### src/hdl/gsa_pkg.sv
`default_nettype none

package gsa_pkg;

  // Slot and field geometry. The number of slots fixes the handle index field
  // at six bits; the generation field fixes the generation width.
  localparam int SLOT_COUNT = 64;
  localparam int IDX_W      = $clog2(SLOT_COUNT);
  localparam int CAP_W      = IDX_W + 1;
  localparam int GEN_W      = 16;
  localparam int ACTIVE_W   = 7;

  localparam logic [GEN_W-1:0]    GEN_RESET    = GEN_W'(1);
  localparam logic [ACTIVE_W-1:0] ACTIVE_RESET = ACTIVE_W'(64);

  // Operation codes.
  localparam logic [2:0] KIND_OPEN  = 3'd0;
  localparam logic [2:0] KIND_CLOSE = 3'd1;
  localparam logic [2:0] KIND_CHECK = 3'd2;
  localparam logic [2:0] KIND_NEXT  = 3'd3;
  localparam logic [2:0] KIND_PREV  = 3'd4;

  // Result status codes.
  localparam logic [1:0] ST_OK   = 2'd0;
  localparam logic [1:0] ST_NONE = 2'd1;
  localparam logic [1:0] ST_BAD  = 2'd2;

  typedef logic [SLOT_COUNT-1:0] slot_map_t;

  // Outcome of the bitmap search for one operation.
  typedef struct packed {
    logic             any;
    logic [IDX_W-1:0] slot;
    logic             handle_ok;
  } find_t;

  function automatic logic [IDX_W-1:0] lowest_set(input slot_map_t v);
    logic [IDX_W-1:0] r;
    r = '0;
    for (int i = SLOT_COUNT - 1; i >= 0; i--) begin
      if (v[i]) r = IDX_W'(i);
    end
    return r;
  endfunction

  function automatic logic [IDX_W-1:0] highest_set(input slot_map_t v);
    logic [IDX_W-1:0] r;
    r = '0;
    for (int i = 0; i < SLOT_COUNT; i++) begin
      if (v[i]) r = IDX_W'(i);
    end
    return r;
  endfunction

endpackage

`default_nettype wire

### src/hdl/generational_slot_allocator.sv
`default_nettype none

// Generational slot allocator. Hands out handles made of a slot index and a
// generation over slots 1 to capacity-1, where capacity is the active_slots
// register limited to 64 and index zero stands for no handle. Open takes the
// first free slot at or after the free hint (wrapping), close frees a slot
// whose handle matches and advances its generation, check only validates, and
// next and previous walk over the occupied slots. Each request transfer gives
// exactly one response transfer. In the cycle of a request's transfer the
// occupancy bitmap is searched and the generation memory is read; then, in
// the response state and once the response side can take a response, the
// read word is compared, written back on a close and the response register
// is loaded. Only after that does the block return to idle and take the
// next request, so it never works on two requests at once. A write to the
// configuration register is followed by a re-alignment of the free hint to
// the new capacity by repeated subtraction, one step a cycle, at most 63
// steps, during which no request is taken.
module generational_slot_allocator (
  input  wire logic                         clk,
  input  wire logic                         rst,
  // Configuration register write channel.
  input  wire logic                         cfg_valid,
  output logic                              cfg_ready,
  input  wire logic [gsa_pkg::ACTIVE_W-1:0] cfg_active_slots,
  // Request channel.
  input  wire logic                         req_valid,
  output logic                              req_ready,
  input  wire logic [2:0]                   kind,
  input  wire logic [gsa_pkg::IDX_W-1:0]    handle_index,
  input  wire logic [gsa_pkg::GEN_W-1:0]    handle_generation,
  // Response channel.
  output logic                              rsp_valid,
  input  wire logic                         rsp_ready,
  output logic [1:0]                        status,
  output logic [gsa_pkg::IDX_W-1:0]         result_index,
  output logic [gsa_pkg::GEN_W-1:0]         result_generation,
  output logic [gsa_pkg::IDX_W-1:0]         used_count
);
  import gsa_pkg::*;

  typedef enum logic [1:0] {
    ST_IDLE,
    ST_REDUCE,
    ST_RESP
  } state_t;

  state_t state;

  // Allocator state held in flip-flops: the occupancy bitmap, the running
  // count of occupied slots, the free hint and the capacity register.
  slot_map_t           occupied_map;
  logic [IDX_W-1:0]    occupied_total;
  logic [CAP_W-1:0]    hint;
  logic [CAP_W-1:0]    reduced;
  logic [ACTIVE_W-1:0] active_slots;
  logic [CAP_W-1:0]    cap;

  // The request being worked on.
  logic [2:0]          op_kind;
  logic [IDX_W-1:0]    op_index;
  logic [GEN_W-1:0]    op_generation;
  find_t               op_find;

  logic [IDX_W-1:0]    open_start;
  find_t               find;
  logic                req_xfer;
  logic                finish;
  logic [IDX_W-1:0]    rd_addr;
  logic [GEN_W-1:0]    gen_now;
  logic                gen_match;
  logic                open_do;
  logic                close_do;
  logic [1:0]          status_next;
  logic [IDX_W-1:0]    result_index_next;
  logic [GEN_W-1:0]    result_generation_next;
  logic [IDX_W-1:0]    used_count_next;

  assign cap = (CAP_W'(active_slots) > CAP_W'(SLOT_COUNT)) ? CAP_W'(SLOT_COUNT)
                                                           : CAP_W'(active_slots);

  // The open search starts at the hint folded into the slot range. A hint
  // above the capacity can only be left behind by a capacity change, and its
  // folded value is prepared after the configuration write. A hint equal to
  // the capacity folds to the first slot.
  always_comb begin
    if (hint < cap) begin
      open_start = hint[IDX_W-1:0];
    end else if (hint == cap) begin
      open_start = IDX_W'(1);
    end else begin
      open_start = reduced[IDX_W-1:0];
    end
  end

  gsa_slot_finder u_finder (
    .occupied     (occupied_map),
    .cap          (cap),
    .open_start   (open_start),
    .kind         (kind),
    .handle_index (handle_index),
    .find         (find)
  );

  assign req_ready = (state == ST_IDLE) && !cfg_valid;
  assign cfg_ready = (state != ST_RESP);
  assign req_xfer  = req_valid && req_ready;
  assign finish    = (state == ST_RESP) && (!rsp_valid || rsp_ready);

  // Close and check look up the generation of the given slot; the other
  // operations fetch the generation of the slot that the search found.
  assign rd_addr = ((kind == KIND_CLOSE) || (kind == KIND_CHECK)) ? handle_index : find.slot;

  gsa_gen_store u_gen_store (
    .clk     (clk),
    .rst     (rst),
    .rd_en   (req_xfer),
    .rd_addr (rd_addr),
    .wr_en   (finish && close_do),
    .wr_addr (op_index),
    .wr_data (gen_now + GEN_W'(1)),
    .rd_data (gen_now)
  );

  assign gen_match = (gen_now == op_generation);

  // Result and state update of the request in the response cycle.
  always_comb begin
    status_next            = ST_BAD;
    result_index_next      = '0;
    result_generation_next = '0;
    open_do                = 1'b0;
    close_do               = 1'b0;
    case (op_kind)
      KIND_OPEN: begin
        if (op_find.any) begin
          status_next            = ST_OK;
          result_index_next      = op_find.slot;
          result_generation_next = gen_now;
          open_do                = 1'b1;
        end else begin
          status_next = ST_NONE;
        end
      end
      KIND_CLOSE: begin
        if (op_find.handle_ok && gen_match) begin
          status_next = ST_OK;
          close_do    = 1'b1;
        end
      end
      KIND_CHECK: begin
        if (op_find.handle_ok && gen_match) begin
          status_next            = ST_OK;
          result_index_next      = op_index;
          result_generation_next = op_generation;
        end
      end
      KIND_NEXT, KIND_PREV: begin
        if (op_find.any) begin
          status_next            = ST_OK;
          result_index_next      = op_find.slot;
          result_generation_next = gen_now;
        end else begin
          status_next = ST_NONE;
        end
      end
      default: begin
        status_next = ST_BAD;
      end
    endcase
    used_count_next = occupied_total + IDX_W'(open_do) - IDX_W'(close_do);
  end

  always_ff @(posedge clk) begin
    if (rst) begin
      state          <= ST_IDLE;
      rsp_valid      <= 1'b0;
      occupied_map   <= '0;
      occupied_total <= '0;
      hint           <= CAP_W'(1);
      reduced        <= CAP_W'(1);
      active_slots   <= ACTIVE_RESET;
    end else begin
      // A new response replaces the one leaving in the same cycle.
      if (finish) begin
        rsp_valid <= 1'b1;
      end else if (rsp_ready) begin
        rsp_valid <= 1'b0;
      end

      // A configuration write is never taken in the response cycle, so it
      // only ever interrupts an idle or re-aligning block.
      if (cfg_valid && cfg_ready) begin
        active_slots <= cfg_active_slots;
        reduced      <= hint;
        state        <= ST_REDUCE;
      end else begin
        case (state)
          ST_IDLE: begin
            if (req_xfer) begin
              op_kind       <= kind;
              op_index      <= handle_index;
              op_generation <= handle_generation;
              op_find       <= find;
              state         <= ST_RESP;
            end
          end
          ST_REDUCE: begin
            // Fold the hint into 1..capacity-1, one subtraction a cycle.
            if ((reduced >= cap) && (cap >= CAP_W'(2))) begin
              reduced <= reduced - (cap - CAP_W'(1));
            end else begin
              state <= ST_IDLE;
            end
          end
          ST_RESP: begin
            if (finish) begin
              status            <= status_next;
              result_index      <= result_index_next;
              result_generation <= result_generation_next;
              used_count        <= used_count_next;
              occupied_total    <= used_count_next;
              if (open_do) begin
                occupied_map[op_find.slot] <= 1'b1;
                hint                       <= CAP_W'(op_find.slot) + CAP_W'(1);
              end
              if (close_do) begin
                occupied_map[op_index] <= 1'b0;
                if (CAP_W'(op_index) < hint) hint <= CAP_W'(op_index);
              end
              state <= ST_IDLE;
            end
          end
          default: begin
            state <= ST_IDLE;
          end
        endcase
      end
    end
  end

`ifndef NO_ASSERTIONS
  a_count_matches_map: assert property (@(posedge clk) disable iff (rst)
    $countones(occupied_map) == int'(occupied_total))
    else $error("occupied count differs from the bitmap");

  a_slot_zero_free: assert property (@(posedge clk) disable iff (rst)
    !occupied_map[0])
    else $error("reserved slot zero marked occupied");

  a_hint_bounded: assert property (@(posedge clk) disable iff (rst)
    hint <= CAP_W'(SLOT_COUNT) && hint != '0)
    else $error("free hint out of range");

  a_request_then_response: assert property (@(posedge clk) disable iff (rst)
    req_xfer |=> state == ST_RESP && !req_ready)
    else $error("request transfer not followed by its response cycle");

  a_response_waits: assert property (@(posedge clk) disable iff (rst)
    state == ST_RESP && rsp_valid && !rsp_ready |=> state == ST_RESP)
    else $error("pending response overwritten");
`endif

endmodule

`default_nettype wire

### src/hdl/gsa_gen_store.sv
`default_nettype none

module gsa_gen_store (
  input  wire logic                      clk,
  input  wire logic                      rst,
  input  wire logic                      rd_en,
  input  wire logic [gsa_pkg::IDX_W-1:0] rd_addr,
  input  wire logic                      wr_en,
  input  wire logic [gsa_pkg::IDX_W-1:0] wr_addr,
  input  wire logic [gsa_pkg::GEN_W-1:0] wr_data,
  output logic      [gsa_pkg::GEN_W-1:0] rd_data
);
  import gsa_pkg::*;

  logic [GEN_W-1:0]      gen_mem [SLOT_COUNT];
  logic [SLOT_COUNT-1:0] written;
  logic [GEN_W-1:0]      rd_word;
  logic                  rd_written;

  always_ff @(posedge clk) begin
    if (wr_en) gen_mem[wr_addr] <= wr_data;
    if (rd_en) rd_word <= gen_mem[rd_addr];
  end

  // An entry that has never been written holds the reset generation.
  always_ff @(posedge clk) begin
    if (rst) begin
      written    <= '0;
      rd_written <= 1'b0;
    end else begin
      if (wr_en) written[wr_addr] <= 1'b1;
      if (rd_en) rd_written <= written[rd_addr];
    end
  end

  assign rd_data = rd_written ? rd_word : GEN_RESET;

endmodule

`default_nettype wire

### src/hdl/gsa_slot_finder.sv
`default_nettype none

module gsa_slot_finder (
  input  wire gsa_pkg::slot_map_t         occupied,
  input  wire logic [gsa_pkg::CAP_W-1:0]  cap,
  input  wire logic [gsa_pkg::IDX_W-1:0]  open_start,
  input  wire logic [2:0]                 kind,
  input  wire logic [gsa_pkg::IDX_W-1:0]  handle_index,
  output gsa_pkg::find_t                  find
);
  import gsa_pkg::*;

  slot_map_t        in_range;
  slot_map_t        used;
  slot_map_t        free_slots;
  slot_map_t        below;
  slot_map_t        cand_hi;
  slot_map_t        cand_all;
  logic [CAP_W-1:0] next_start;
  logic             handle_ok;

  always_comb begin
    for (int i = 0; i < SLOT_COUNT; i++) begin
      in_range[i] = (i != 0) && (CAP_W'(i) < cap);
    end
    used       = occupied & in_range;
    free_slots = ~occupied & in_range;
    handle_ok  = in_range[handle_index] && occupied[handle_index];
    next_start = (handle_index == '0) ? CAP_W'(1) : CAP_W'(handle_index) + CAP_W'(1);
    below      = handle_ok ? (used & ((slot_map_t'(1) << handle_index) - slot_map_t'(1)))
                           : '0;

    find.handle_ok = handle_ok;
    find.any       = 1'b0;
    find.slot      = '0;
    cand_hi        = '0;
    cand_all       = '0;

    case (kind)
      KIND_OPEN: begin
        cand_hi   = free_slots & ({SLOT_COUNT{1'b1}} << open_start);
        cand_all  = free_slots;
        find.any  = |cand_all;
        find.slot = (|cand_hi) ? lowest_set(cand_hi) : lowest_set(cand_all);
      end
      KIND_NEXT: begin
        cand_hi   = used & ({SLOT_COUNT{1'b1}} << next_start);
        cand_all  = used;
        find.any  = |cand_all;
        find.slot = (|cand_hi) ? lowest_set(cand_hi) : lowest_set(cand_all);
      end
      KIND_PREV: begin
        // Nearest used slot below an occupied index, else the last used one.
        cand_hi   = below;
        cand_all  = used;
        find.any  = |cand_all;
        find.slot = (|cand_hi) ? highest_set(cand_hi) : highest_set(cand_all);
      end
      default: begin
        find.any  = 1'b0;
        find.slot = '0;
      end
    endcase
  end

endmodule

`default_nettype wire

### config.mk
export PLATFORM = sky130hd
export DESIGN_NAME = generational_slot_allocator
export DESIGN_NICKNAME = d
export VERILOG_FILES = /design/src/hdl/gsa_pkg.sv /design/src/hdl/generational_slot_allocator.sv /design/src/hdl/gsa_gen_store.sv /design/src/hdl/gsa_slot_finder.sv
export SDC_FILE = /design/constraint.sdc
export NUM_CORES = 2
export LEC_CHECK = 0
export BUFFER_PORTS_ARGS = -buffer_cell sky130_fd_sc_hd__buf_2
export CAP_MARGIN = 30
export CELL_PAD_IN_SITES_DETAIL_PLACEMENT = 0
export CELL_PAD_IN_SITES_GLOBAL_PLACEMENT = 2
export CORE_MARGIN = 2
export CORE_UTILIZATION = 45
export CTS_BUF_LIST = sky130_fd_sc_hd__clkbuf_4 sky130_fd_sc_hd__clkbuf_8
export DETAILED_ROUTE_END_ITERATION = 7
export MAX_ROUTING_LAYER = met4
export PLACE_DENSITY_LB_ADDON = 0.15
export SKIP_LAST_GASP = 1
export SYNTH_ARGS = -nofsm -noshare
export SYNTH_HDL_FRONTEND = slang
export SYNTH_SLANG_ARGS = --single-unit
### constraint.sdc
create_clock -name clk -period 15.45 [get_ports clk]
set_clock_uncertainty 0.15 [all_clocks]
set_input_delay 3.09 -clock clk [delete_from_list [all_inputs] [get_ports clk]]
set_output_delay 3.09 -clock clk [all_outputs]
set_load 0.02 [all_outputs]
==> impl_results.md <==
- Wire per inst: between 30 and 40 um
- Antenna violations before repair: 7
- CP Max Fanout: 104
- R2R setup slack: about 4.8 ns
- Total negative slack: 0 ns
- Clock buffer depth: 3
- Die width: approximately 390 um
- Worst-Skew Late Latency: between 0.9 and 1 ns
- CORE AREA: 145000 um2
- Most used cell, CP: buf_4
- CTS buffer count: 201
- Initial DRC count: 6925
- CTS tree: done
- Area grow syn2layout: 11.6%
- DP HPWL: just under 200 mm
- Maxcap violations: 0
- Synth unique cells: around 110
- Post-synthesis sequential area ratio: a little under three fifths
- First-pass GRT wire length: about 400 mm
- Outcome: finished, final reports clean
- Synth Register Bits: 1262
- Nets: 6273
- Worst VDD drop: roughly 90 uV
- Hold Violations, Final: 0
- DRC Markers: 0
- WP data arrival: roughly 13 ns
- Routed WL: approximately 280 mm
- Crit-path max cell delay: 0.85 ns
- PortBufs: 69
- Period utilisation layout: between 80% and 90%
- Largest net degree at the start of global routing: between 100 and 150
- Worst Path Buf+Inv: 5
- PwrDens: 103 nW/um2
- Total congestion overflow: 0
- Vias per std cell: approximately 6.7
- Hold depth: 2
- FMAX: ~80 MHz
- Slew Limit Fails: 0
- RSZ-0062 raised after global routing: false
- Total Power: between 7 and 8 mW
- Post-CTS resize count: 0
- GPL Wtd Cong: between 1 and 1.5
- Setup ws final: just under 3 ns
- CP max-delay cell: a31oi_1
- Cts-stage hold buffer count: 0
- Min-Delay Path Class: reg -> reg
- Initial Util: between 40% and 50%
- Kind of critical path: in -> reg
- Cell family contributing the most delay on the critical path: compound AO/OA/AOI/OAI gates
- Vias: 55300
- Worst Path Required: 15.92 ns
- Critical Path, Cell by Cell: buf_2 > buf_4 > clkinv_1 > ha_1 > buf_4 > or2_1 > a32oi_1 > nand3_1 > nor4_1 > mux2_2 > nand2b_1 > or4b_4 > and4bb_1 > a41oi_1 > o31a_1 > a21oi_2 > o21a_4 > buf_12 > mux2i_1 > a221o_1 > a2111oi_0 > a31oi_1 > nand4b_1
- Worst reg-to-reg path cell count: 25
- Mapped Cells: between 6000 and 7000
- IO Pins: 70
- Die area: about 150000 um2
- Cell area after synthesis: about 66000 um2
- Die height: between 300 and 400 um
- Pre-CTS setup slack: around 2.2 ns
- Reg2Reg Launch Point: active_slots[6]$_SDFFE_PP1P_
- Post-route ant nets: 0
- Syn_area_per_cell: 10.9 um2
- # Post-CTS Setup Buffers: 0
- Mapped Nets: between 6000 and 7000
- Fin crit period: approximately 13 ns
- Final setup fails: 0
- HP Start: active_slots[1]$_SDFFE_PP0P_
- GRT Util Overall: between 30% and 40%
- Startpoint types: input port
- Hold Slack: 0.306 ns
- Synth warnings: 0
- Worst r2r dst: u_gen_store.rd_word[2]$_DFFE_PP_
- Ys async rst share: 0%
- Leak: approximately 26 nW
- Layout cells sized above 1: roughly 14%
- # H-tree levels: 4
- Worst slew pin tran: between 1 and 1.5 ns
- CTS root buf: clkbuf_8
- TritonCTS Sinks: 1262
- Worst relative slew slack: between 20% and 30%
- TritonRoute pass-1 iters: 8
- Predominant post-synthesis flop cell: edfxtp_1
- Crit. End Element: flip-flop
- Vias in the first global route: ~52000
- Std-Cell Rows: between 100 and 150
- Clock-pin slew on the worst setup and hold paths: around 0.060 ns
- Worst hold path endpoint: active_slots[1]$_SDFFE_PP0P_
- Post-synth EDFFs: 1103
-- synth_stat cells (57+ instances only) --
library cell | n | area share (%)
buf_2 | 99 | 0.75
inv_1 | 90 | 0.51
a21oi_1 | 378 | 2.9
edfxtp_1 | 1103 | 50
clkbuf_1 | 217 | 1.2
a32oi_1 | 59 | 0.79
and3_1 | 79 | 0.75
nand2_1 | 684 | 3.9
nor3_1 | 192 | 1.5
o21ai_0 | 262 | 2.0
o211ai_1 | 110 | 1.3
a211oi_1 | 83 | 0.95
nand3_1 | 235 | 1.8
nand4_1 | 57 | 0.54
a221o_1 | 61 | 0.93
mux2i_1 | 403 | 6.1
nor2_1 | 478 | 2.7
a21o_1 | 57 | 0.65
nor4_1 | 58 | 0.55
a31oi_1 | 71 | 0.68
dfxtp_1 | 159 | 4.8
-- metal layers --
metal / routed length [um] / part of all wire (%) / up-vias / track usage [%]
met5: 0 / 0 / - / -
met1: 109000 / 39 / 27700 / 47.1
met4: 21100 / 7.4 / 0 / 23.9
li1: - / - / 23800 / -
met3: 23300 / 8.2 / 805 / 6.57
met2: 130000 / 46 / 3050 / 59.0
-- worst reg2reg max path, cell delays in order (launching register included) --
cell and delay (ns):
dfxtp_2 0.31, buf_4 0.23, inv_1 0.35, buf_4 0.32
nand2_1 0.17, ha_1 0.37, nand4_1 0.53, a21oi_2 0.31
buf_4 0.50, nor2_2 0.08, buf_4 0.30, o311ai_0 0.86
nor4bb_1 0.55, nand4_1 0.23, or4b_1 0.67, nand2b_1 0.29
o32ai_1 0.67, nor2_1 0.15, and4_1 0.28, buf_4 0.29
nor2_4 0.79, buf_4 0.45, a221o_1 0.53, nor3_1 0.16
a211oi_2 0.64, o2111ai_1 0.22
-- sequential cells by signal, summed over array words and instances, names as in the netlist --
register and cells:
u_gen_store.rd_written 1, result_index 6, op_kind 3, used_count 6
active_slots 7, op_generation 16, occupied_map 64, state 2
u_gen_store.written 64, u_gen_store.rd_word 16, u_gen_store.gen_mem 1024, rsp_valid 1
op_find 8, reduced 7, status 2, result_generation 16
op_index 6, hint 7, occupied_total 6
-- cell families after synthesis --
logic type	count (synthesis)	share of synthesized area, %
muxes	458	7.35
xor gates and xnor gates	42	0.559
and+or+nand+nor	2118	15.5
adders and majority gates	47	0.936
AOI/OAI and AO/OA	1623	17.2
DFF	1262	55.2
buffers and inverters	495	3.36
-- final cells by class --
class                           instances  area [um2]
Antenna cell                            7        17.5
Clock buffer                          266        3290
Clock inverter                         86         657
Fill cell                           13100       72000
Inverter                               94         353
Multi-Input combinational cell       4288       27800
Sequential cell                      1262       36300
Tap cell                             1917        2400
Timing Repair Buffer                  343        2620
-- power breakdown --
part	leakage, nW	internal [mW]	switching, mW	total, mW
registers	11.6	3.70	0.0224	3.73
clock network	2.07	1.48	1.36	2.84
logic	12.0	0.294	0.680	0.973
-- through the flow --
| step | cell area [um2] | utilization [%] | cells |
|---|---|---|---|
| 2_1_floorplan | 65800 | - | 6045 |
| 3_3_place_gp | 69000 | 47.5 | 7868 |
| 3_5_place_dp | 69400 | 47.7 | 7900 |
| 4_1_cts | 73300 | 50.4 | 8252 |
| 5_1_grt | 73400 | 50.5 | 8259 |
| 6_report | 73400 | 50.5 | 8263 |
-- cell usage in the layout (no fill, tap or decap), drive strengths merged, types with 41 or more instances in the layout --
cell type,instances
edfxtp,1103
nand2,684
nor2,478
mux2i,403
a21oi,380
buf,342
o21ai,270
clkbuf,266
nand3,235
nor3,193
dfxtp,159
o211ai,111
inv,101
a211oi,83
and3,79
a31oi,71
clkinv,70
a221o,61
nor4,61
a32oi,59
nand4,58
a21o,57
nor2b,50
ha,42
a2111oi,42
and2,42
nand2b,41
-- how the worst max path moves through the flow --
stage | from | end | cells past startpoint
floorplan | handle_index[0] | u_gen_store.rd_word[11]$_DFFE_PP_ | 27
global placement | handle_index[1] | u_gen_store.rd_word[6]$_DFFE_PP_ | 25
detailed placement | handle_index[1] | u_gen_store.rd_word[2]$_DFFE_PP_ | 23
CTS | handle_index[1] | u_gen_store.rd_word[2]$_DFFE_PP_ | 23
global route | handle_index[1] | u_gen_store.rd_word[9]$_DFFE_PP_ | 23
finish | handle_index[1] | u_gen_store.rd_word[9]$_DFFE_PP_ | 23
No activity file was read; power rests on OpenSTA's default activity.
